[config.mk]
export PLATFORM = sky130hd
export DESIGN_NAME = sensor_two_wire_measure_master
export DESIGN_NICKNAME = d
export VERILOG_FILES = /design/src/hw/rtl/stwm_pkg.sv /design/src/hw/rtl/sensor_two_wire_measure_master.sv
export SDC_FILE = /design/constraint.sdc
export NUM_CORES = 1
export LEC_CHECK = 0
export BUFFER_PORTS_ARGS = -buffer_cell sky130_fd_sc_hd__buf_2
export CORE_MARGIN = 2
export CORE_UTILIZATION = 44
export DETAILED_ROUTE_END_ITERATION = 7
export REMOVE_ABC_BUFFERS = 1
export SYNTH_ARGS = -nofsm -noshare
export SYNTH_HDL_FRONTEND = slang
export SYNTH_SLANG_ARGS = --single-unit
export TNS_END_PERCENT = 1
[constraint.sdc]
create_clock -name clk -period 6.27 [get_ports clk]
set_input_delay 0.3135 -clock clk [delete_from_list [all_inputs] [get_ports clk]]
set_output_delay 0.3135 -clock clk [all_outputs]
set_load 0.02 [all_outputs]
[src/hw/rtl/stwm_pkg.sv]
// Package with the types, codes and field widths of the two-wire sensor measurement master.
package stwm_pkg;

	localparam int CmdW      = 8;
	localparam int RawW      = 16;
	localparam int ErrW      = 2;
	localparam int TickW     = 16;
	localparam int PollW     = 8;
	localparam int BitCntW   = 4;
	localparam int CfgIdxW   = 2;
	localparam int CfgDataW  = 16;
	localparam int InDataW   = 16;
	localparam int OutDataW  = 24;

	localparam logic [CfgIdxW-1:0] CfgHalfPeriod   = 2'd0;
	localparam logic [CfgIdxW-1:0] CfgAckRelease   = 2'd1;
	localparam logic [CfgIdxW-1:0] CfgPollInterval = 2'd2;
	localparam logic [CfgIdxW-1:0] CfgTimeoutPolls = 2'd3;

	localparam logic [7:0]  HalfPeriodReset   = 8'd1;
	localparam logic [7:0]  AckReleaseReset   = 8'd10;
	localparam logic [15:0] PollIntervalReset = 16'd10000;
	localparam logic [7:0]  TimeoutPollsReset = 8'd100;

	localparam logic [BitCntW-1:0] LastBitOfByte = 4'd7;
	localparam logic [BitCntW-1:0] LastBitOfWord = 4'd15;

	typedef enum logic [ErrW-1:0] {
		ERR_NONE        = 2'd0,
		ERR_NO_CMD_ACK  = 2'd1,
		ERR_NOT_RELEASE = 2'd2,
		ERR_TIMEOUT     = 2'd3
	} err_t;

	typedef enum logic [15:0] {
		PH_IDLE   = 16'h0001,
		PH_S0     = 16'h0002,
		PH_S1     = 16'h0004,
		PH_S2     = 16'h0008,
		PH_S3     = 16'h0010,
		PH_S4     = 16'h0020,
		PH_CB_HI  = 16'h0040,
		PH_CB_LO  = 16'h0080,
		PH_ACK_HI = 16'h0100,
		PH_ACK_LO = 16'h0200,
		PH_WAIT   = 16'h0400,
		PH_RD_HI  = 16'h0800,
		PH_RD_LO  = 16'h1000,
		PH_MA_HI  = 16'h2000,
		PH_MA_LO  = 16'h4000,
		PH_CRC_HI = 16'h8000
	} phase_t;

	typedef struct packed {
		logic [RawW-1:0] raw_value;
		err_t            error_code;
		logic            done_res;
		logic            busy_res;
		logic            data_pull_low;
		logic            clock_level;
	} result_t;

endpackage

[src/hw/rtl/sensor_two_wire_measure_master.sv]
// Top level of the two-wire sensor measurement master: sequencer, configuration and stream ports.
//
// Every input transfer is one tick of the bus time base and produces exactly one result
// transfer holding the clock and data-line levels after that tick together with the busy,
// done, error and raw-value status. The whole sequencer step is one pass of logic from the
// state registers to the result register, so one tick is taken every cycle while the result
// side keeps up; the block stalls only when the result register is full. Segment lengths come
// from the configuration registers, written by the user while idle; the block does not check it.
module sensor_two_wire_measure_master
	import stwm_pkg::*;
(
	input  logic                clk,
	input  logic                arst_n,
	input  logic                cfg_we,
	input  logic [CfgIdxW-1:0]  cfg_index,
	input  logic [CfgDataW-1:0] cfg_data,
	input  logic                s_tvalid,
	output logic                s_tready,
	// start_req [0], command [8:1], data_level [9], zero fill [15:10]
	input  logic [InDataW-1:0]  s_tdata,
	output logic                m_tvalid,
	input  logic                m_tready,
	// clock_level [0], data_pull_low [1], busy_res [2], done_res [3], error_code [5:4],
	// raw_value [21:6], zero fill [23:22]
	output logic [OutDataW-1:0] m_tdata
);

	logic [7:0]  half_period_q;
	logic [7:0]  ack_release_q;
	logic [15:0] poll_interval_q;
	logic [7:0]  timeout_polls_q;

	phase_t               phase_q, phase_n;
	logic [BitCntW-1:0]   bit_count_q, bit_count_n;
	logic [TickW-1:0]     tick_count_q, tick_count_n;
	logic [PollW-1:0]     poll_count_q, poll_count_n;
	logic [RawW-1:0]      shift_word_q, shift_word_n;
	logic [CmdW-1:0]      command_q, command_n;
	logic                 clock_q, clock_n;
	logic                 pull_q, pull_n;

	logic                 accept;
	logic                 start_req;
	logic [CmdW-1:0]      command;
	logic                 data_level;
	logic [TickW-1:0]     duration;
	logic [TickW:0]       tick_inc;
	logic [PollW-1:0]     poll_inc;
	logic [7:0]           timeout_min;
	logic                 entering;
	logic                 done;
	err_t                 err;
	logic [RawW-1:0]      raw;
	logic [2:0]           cmd_sel;
	result_t              result;
	result_t              result_q;

	assign start_req  = s_tdata[0];
	assign command    = s_tdata[8:1];
	assign data_level = s_tdata[9];

	assign s_tready = !m_tvalid || m_tready;
	assign accept   = s_tvalid && s_tready;

	always_ff @(posedge clk or negedge arst_n) begin
		if (!arst_n) begin
			half_period_q   <= HalfPeriodReset;
			ack_release_q   <= AckReleaseReset;
			poll_interval_q <= PollIntervalReset;
			timeout_polls_q <= TimeoutPollsReset;
		end else if (cfg_we) begin
			unique case (cfg_index)
				CfgHalfPeriod:   half_period_q   <= cfg_data[7:0];
				CfgAckRelease:   ack_release_q   <= cfg_data[7:0];
				CfgPollInterval: poll_interval_q <= cfg_data;
				CfgTimeoutPolls: timeout_polls_q <= cfg_data[7:0];
				default: ;
			endcase
		end
	end

	always_comb begin
		if (phase_q == PH_ACK_LO) begin
			duration = {8'd0, ack_release_q};
		end else if (phase_q == PH_WAIT) begin
			duration = poll_interval_q;
		end else begin
			duration = {8'd0, half_period_q};
		end
		if (duration == '0) begin
			duration = TickW'(1);
		end
	end

	assign tick_inc    = {1'b0, tick_count_q} + (TickW+1)'(1);
	assign poll_inc    = poll_count_q + PollW'(1);
	assign timeout_min = (timeout_polls_q == 8'd0) ? 8'd1 : timeout_polls_q;

	always_comb begin
		phase_n      = phase_q;
		bit_count_n  = bit_count_q;
		tick_count_n = tick_count_q;
		poll_count_n = poll_count_q;
		shift_word_n = shift_word_q;
		command_n    = command_q;
		entering     = 1'b0;
		done         = 1'b0;
		err          = ERR_NONE;
		raw          = '0;

		if (phase_q == PH_IDLE) begin
			if (start_req) begin
				command_n    = command;
				bit_count_n  = '0;
				poll_count_n = '0;
				shift_word_n = '0;
				phase_n      = PH_S0;
				entering     = 1'b1;
			end
		end else if (tick_inc < {1'b0, duration}) begin
			tick_count_n = tick_inc[TickW-1:0];
		end else begin
			entering = 1'b1;
			unique case (phase_q)
				PH_S0: phase_n = PH_S1;
				PH_S1: phase_n = PH_S2;
				PH_S2: phase_n = PH_S3;
				PH_S3: phase_n = PH_S4;
				PH_S4: begin
					bit_count_n = '0;
					phase_n     = PH_CB_HI;
				end
				PH_CB_HI: phase_n = PH_CB_LO;
				PH_CB_LO: begin
					bit_count_n = bit_count_q + BitCntW'(1);
					phase_n     = (bit_count_q >= LastBitOfByte) ? PH_ACK_HI : PH_CB_HI;
				end
				PH_ACK_HI: begin
					if (data_level) begin
						done = 1'b1;
						err  = ERR_NO_CMD_ACK;
					end else begin
						phase_n = PH_ACK_LO;
					end
				end
				PH_ACK_LO: begin
					if (!data_level) begin
						done = 1'b1;
						err  = ERR_NOT_RELEASE;
					end else begin
						poll_count_n = '0;
						phase_n      = PH_WAIT;
					end
				end
				PH_WAIT: begin
					if (!data_level) begin
						bit_count_n = '0;
						phase_n     = PH_RD_HI;
					end else begin
						poll_count_n = poll_inc;
						if (poll_inc >= timeout_min) begin
							done = 1'b1;
							err  = ERR_TIMEOUT;
						end else begin
							phase_n = PH_WAIT;
						end
					end
				end
				PH_RD_HI: begin
					shift_word_n = {shift_word_q[RawW-2:0], data_level};
					phase_n      = PH_RD_LO;
				end
				PH_RD_LO: begin
					bit_count_n = bit_count_q + BitCntW'(1);
					if (bit_count_q == LastBitOfByte) begin
						phase_n = PH_MA_HI;
					end else if (bit_count_q == LastBitOfWord) begin
						phase_n = PH_CRC_HI;
					end else begin
						phase_n = PH_RD_HI;
					end
				end
				PH_MA_HI: phase_n = PH_MA_LO;
				PH_MA_LO: phase_n = PH_RD_HI;
				PH_CRC_HI: begin
					done = 1'b1;
					raw  = shift_word_q;
				end
				default: done = 1'b1;
			endcase
			if (done) begin
				phase_n = PH_IDLE;
				if (err != ERR_NONE) begin
					raw = '0;
				end
			end
		end
		if (entering) begin
			tick_count_n = '0;
		end
	end

	// Line levels follow the phase being entered; the command bit is sent inverted as pull-low.
	assign cmd_sel = 3'd7 - bit_count_n[2:0];

	always_comb begin
		clock_n = clock_q;
		pull_n  = pull_q;
		if (entering) begin
			clock_n      = 1'b0;
			pull_n       = 1'b0;
			unique case (phase_n)
				PH_S1: begin
					clock_n = 1'b1;
					pull_n  = 1'b1;
				end
				PH_S2:     pull_n  = 1'b1;
				PH_S3:     clock_n = 1'b1;
				PH_CB_HI: begin
					clock_n = 1'b1;
					pull_n  = !command_n[cmd_sel];
				end
				PH_CB_LO:  pull_n  = !command_n[cmd_sel];
				PH_ACK_HI: clock_n = 1'b1;
				PH_RD_HI:  clock_n = 1'b1;
				PH_MA_HI: begin
					clock_n = 1'b1;
					pull_n  = 1'b1;
				end
				PH_CRC_HI: clock_n = 1'b1;
				default: ;
			endcase
		end
	end

	always_comb begin
		result.clock_level   = clock_n;
		result.data_pull_low = pull_n;
		result.busy_res      = (phase_n != PH_IDLE);
		result.done_res      = done;
		result.error_code    = err;
		result.raw_value     = raw;
	end

	always_ff @(posedge clk or negedge arst_n) begin
		if (!arst_n) begin
			phase_q      <= PH_IDLE;
			bit_count_q  <= '0;
			tick_count_q <= '0;
			poll_count_q <= '0;
			shift_word_q <= '0;
			command_q    <= '0;
			clock_q      <= 1'b0;
			pull_q       <= 1'b0;
			m_tvalid     <= 1'b0;
		end else begin
			if (accept) begin
				phase_q      <= phase_n;
				bit_count_q  <= bit_count_n;
				tick_count_q <= tick_count_n;
				poll_count_q <= poll_count_n;
				shift_word_q <= shift_word_n;
				command_q    <= command_n;
				clock_q      <= clock_n;
				pull_q       <= pull_n;
				m_tvalid     <= 1'b1;
			end else if (m_tready) begin
				m_tvalid     <= 1'b0;
			end
		end
	end

	always_ff @(posedge clk) begin
		if (accept) begin
			result_q <= result;
		end
	end

	assign m_tdata = {2'b00, result_q};

endmodule

==> out/results.ini <==
[global_routing]
grt_pass1_wl_um=30500
via_count_of_the_first_global_routing_pass=6093
grt.total_usage_pct=21.1
grt.overflow.total=0
grt_start_max_net_pins=65
number_of_antenna_violations_at_the_first_check_in_global_routing=0

[critical_path]
crit_path_required_time_ns=6.54
crit_type=flip-flop to flip-flop
startpoint_of_the_worst_slack_reg_to_reg_timing_path=phase_q[6]$_DFFE_PN0P_
crit_slowest_cell=and4_1
cp.buffers_inverters=1
r2r_cells=17
worst_setup_end_kind=flip-flop
critPathTopFamily=simple AND/OR/NAND/NOR gates
highest_net_fanout_along_the_worst_path=21
crit_path_cell_trace=nor4_1 > and4_1 > buf_4 > nand2_1 > nand3_1 > o21ai_0 > ha_1 > nand4_1 > nor2_1 > a221oi_1 > o211ai_1 > or2_2 > a32o_2 > or4b_4 > o32ai_2 > o21ai_1 > a31oi_1
timing.critical_path.from_type=flip-flop
critPathArrivalTime_ns=5.76
cpPeakStageDelay_ns=0.66
r2r_setup_slack_ns=0.78
r2r-end=m_tdata[0]$_DFFE_PP_

[logic_synthesis]
synth_enable_flop_cells=22
synth.cell_area_mm2=0.00764
post-synth-top-area-cell=dfrtp_1
synth-seq-cells=133
yosysTopAreaCellShare_pct=32.4
ys_types=79
synthArstFlopShare_pct=83.5
average_size_of_a_mapped_cell_um2=9.57
synth-warning-count=0
synth_area_leaders=dfrtp_1, edfxtp_1, mux2_2
primary_ff_master_synth=dfrtp_1
post_synth_inst_count=799
synth-seq-area-share_pct=45.2

[pwr]
power-per-cell-area_mw_per_mm2=341
irDropWorstVdd_uv=210
power.leakage_nw=3.79

[final_layout]
mostFrequentLayoutCells=nand2_1, dfrtp_1, o21ai_0, buf_2, mux2_2
final_common_cell=nand2_1
fillCellCount=1581
drive_gt1_share_pct=20.8
diodes=0
area.growth.synth_to_final_pct=13.5
layout.nets=909
finish.utilization_pct=50.7

[hold_path]
timing.hold.worst_path_depth=2
min_to=m_tvalid$_DFFE_PN0P_
worstHoldPathType=input port to flip-flop
hold_start=s_tvalid

[timing]
timing.final.crit_period_ns=5.49
rsz0062_at_grt=false
report.final.setup_viol=0
slew_viol_final=0
worst_slew_pin_slew_ns=1.21
report.final.hold_viol_count=0
clock.fmax_mhz=182
timing.max_slew.rel_slack_pct=19.1
final.setup_skew_ns=0.00841
tns_ns=0
post-route-period-util_pct=87.6

[detailed_routing]
vias_per_cell=5.76
detail-route-antenna-nets=0
route.vias.total=6236
wirelength_um=18800
detail_route.wl_per_cell_um=17.4
drc=0
dr.first_iter.drc_count=389
detailedRoute.firstPassIterationCount=5

[clock_tree]
clock_tree.buffer_depth=2
clock-sinks=133
postCtsSetupRepairBufs=0
clockRootBuffer=clkbuf_16
cts_tree=done
cts_inserted_buffers=17
cts.hold.buffers_added=1
clk-insertion-delay-late_ns=0.43
post_cts_resized=0
clock_slew_at_reported_path_ffs_ns=0.06
cts.htree.levels=4

[placed_design]
hpwlAfterDp_um=13600
finalWeightedCongestion=0.916
port_buffers=56

[floorplan]
die_w_um=136
io_pins=65
rows=48
die_area_mm2=0.0184
die_h_um=136
initial_core_util_pct=44.7
core_region_area_mm2=0.0171

[outcome]
outcome=finished, final reports clean

[run]
drv.max_cap_violation_count=0

==> per-layer routing <==
metal	global-route usage, %	vias to the layer above	wire length (µm)
li1	-	3000	-
met1	27.6	3028	8540
met2	34.7	166	9010
met3	4.12	42	779
met4	8.22	0	448
met5	0	-	0
==> synthesized netlist by cell type (all sizes together), types with 3 or more instances <==
| library cell | number |
|---|---|
| a211oi | 4 |
| a21o | 3 |
| a21oi | 18 |
| a22o | 4 |
| a31oi | 8 |
| a32o | 11 |
| and2 | 20 |
| and3 | 13 |
| buf | 10 |
| clkbuf | 31 |
| dfrtp | 99 |
| dfstp | 12 |
| edfxtp | 22 |
| ha | 26 |
| inv | 18 |
| mux2 | 48 |
| nand2 | 134 |
| nand2b | 5 |
| nand3 | 31 |
| nand3b | 5 |
| nand4 | 18 |
| nor2 | 44 |
| nor2b | 3 |
| nor3 | 18 |
| nor3b | 3 |
| nor4 | 22 |
| o211ai | 4 |
| o21ai | 71 |
| o31ai | 4 |
| or2 | 6 |
| or3 | 7 |
| or4 | 9 |
| xnor2 | 14 |
| xor2 | 13 |
==> logic make-up after synthesis <==
| family | count (synthesis) | synth area share, % |
|---|---|---|
| mux | 50 | 7.33 |
| other cells | 1 | 0.0491 |
| xor+xnor | 27 | 3.09 |
| simple gates | 348 | 23.0 |
| buf+inv | 60 | 3.31 |
| fa+ha+maj | 27 | 4.39 |
| compound gates | 153 | 13.6 |
| flops | 133 | 45.2 |
==> state kept, by name, indices dropped and copies added (netlist names), 4 cells and up <==
register         cells
ack_release_q        8
bit_count_q          4
command_q            8
half_period_q        8
m_tdata             22
phase_q             16
poll_count_q         8
poll_interval_q     16
shift_word_q        16
tick_count_q        16
timeout_polls_q      8
==> worst max path at each step <==
stage	from	to	cells past startpoint
2_1_floorplan	phase_q[6]$_DFFE_PN0P_	shift_word_q[0]$_DFFE_PN0P_	14
6_report	phase_q[6]$_DFFE_PN0P_	m_tdata[0]$_DFFE_PP_	17
3_5_place_dp	phase_q[6]$_DFFE_PN0P_	m_tdata[0]$_DFFE_PP_	17
5_1_grt	phase_q[7]$_DFFE_PN0P_	m_tdata[0]$_DFFE_PP_	17
3_3_place_gp	phase_q[6]$_DFFE_PN0P_	m_tdata[0]$_DFFE_PP_	17
4_1_cts	phase_q[6]$_DFFE_PN0P_	m_tdata[0]$_DFFE_PP_	17
==> worst register-to-register path: stages, from the launching register on <==
cell and delay (ns):
dfrtp_1 0.52, nor4_1 0.66, and4_1 0.66, buf_4 0.28
nand2_1 0.07, nand3_1 0.08, o21ai_0 0.10, ha_1 0.28
nand4_1 0.16, nor2_1 0.06, a221oi_1 0.29, o211ai_1 0.18
or2_2 0.50, a32o_2 0.35, or4b_4 0.57, o32ai_2 0.31
o21ai_1 0.11, a31oi_1 0.19
==> area by class of cell <==
class / instances / area (µm²) / area share (%)
clock buffers: 18 / 429 / 4.95
clock inverters: 14 / 129 / 1.49
inverters: 19 / 71.3 / 0.822
multi-input cells: 607 / 3950 / 45.5
flip-flops and latches: 133 / 3450 / 39.8
well taps: 225 / 282 / 3.25
repair buffers: 66 / 360 / 4.15
==> through the flow <==
stage | setup WS (ns) | power (mW) | instance area, µm² | cells | hold WS [ns]
final | 0.776 | 2.96 | 8670 | 1082 | 0.0949
after global routing | 0.397 | 3.14 | 8670 | 1082 | 0.0872
after CTS | 0.841 | 2.97 | 8670 | 1082 | 0.0786
after detailed placement | 0.874 | 2.02 | 8110 | 1049 | 0.393
after global placement | 1.02 | 1.98 | 8110 | 1049 | 0.387
after floorplan | 0.960 | 1.73 | 7470 | 759 | 0.0179
==> power by group <==
group | internal, mW | total, mW | switching, mW | leakage (nW)
registers | 1.04 | 1.16 | 0.128 | 1.64
clock network | 0.547 | 0.943 | 0.396 | 0.257
logic | 0.321 | 0.853 | 0.531 | 1.89
No activity file was read; power rests on OpenSTA's default activity.
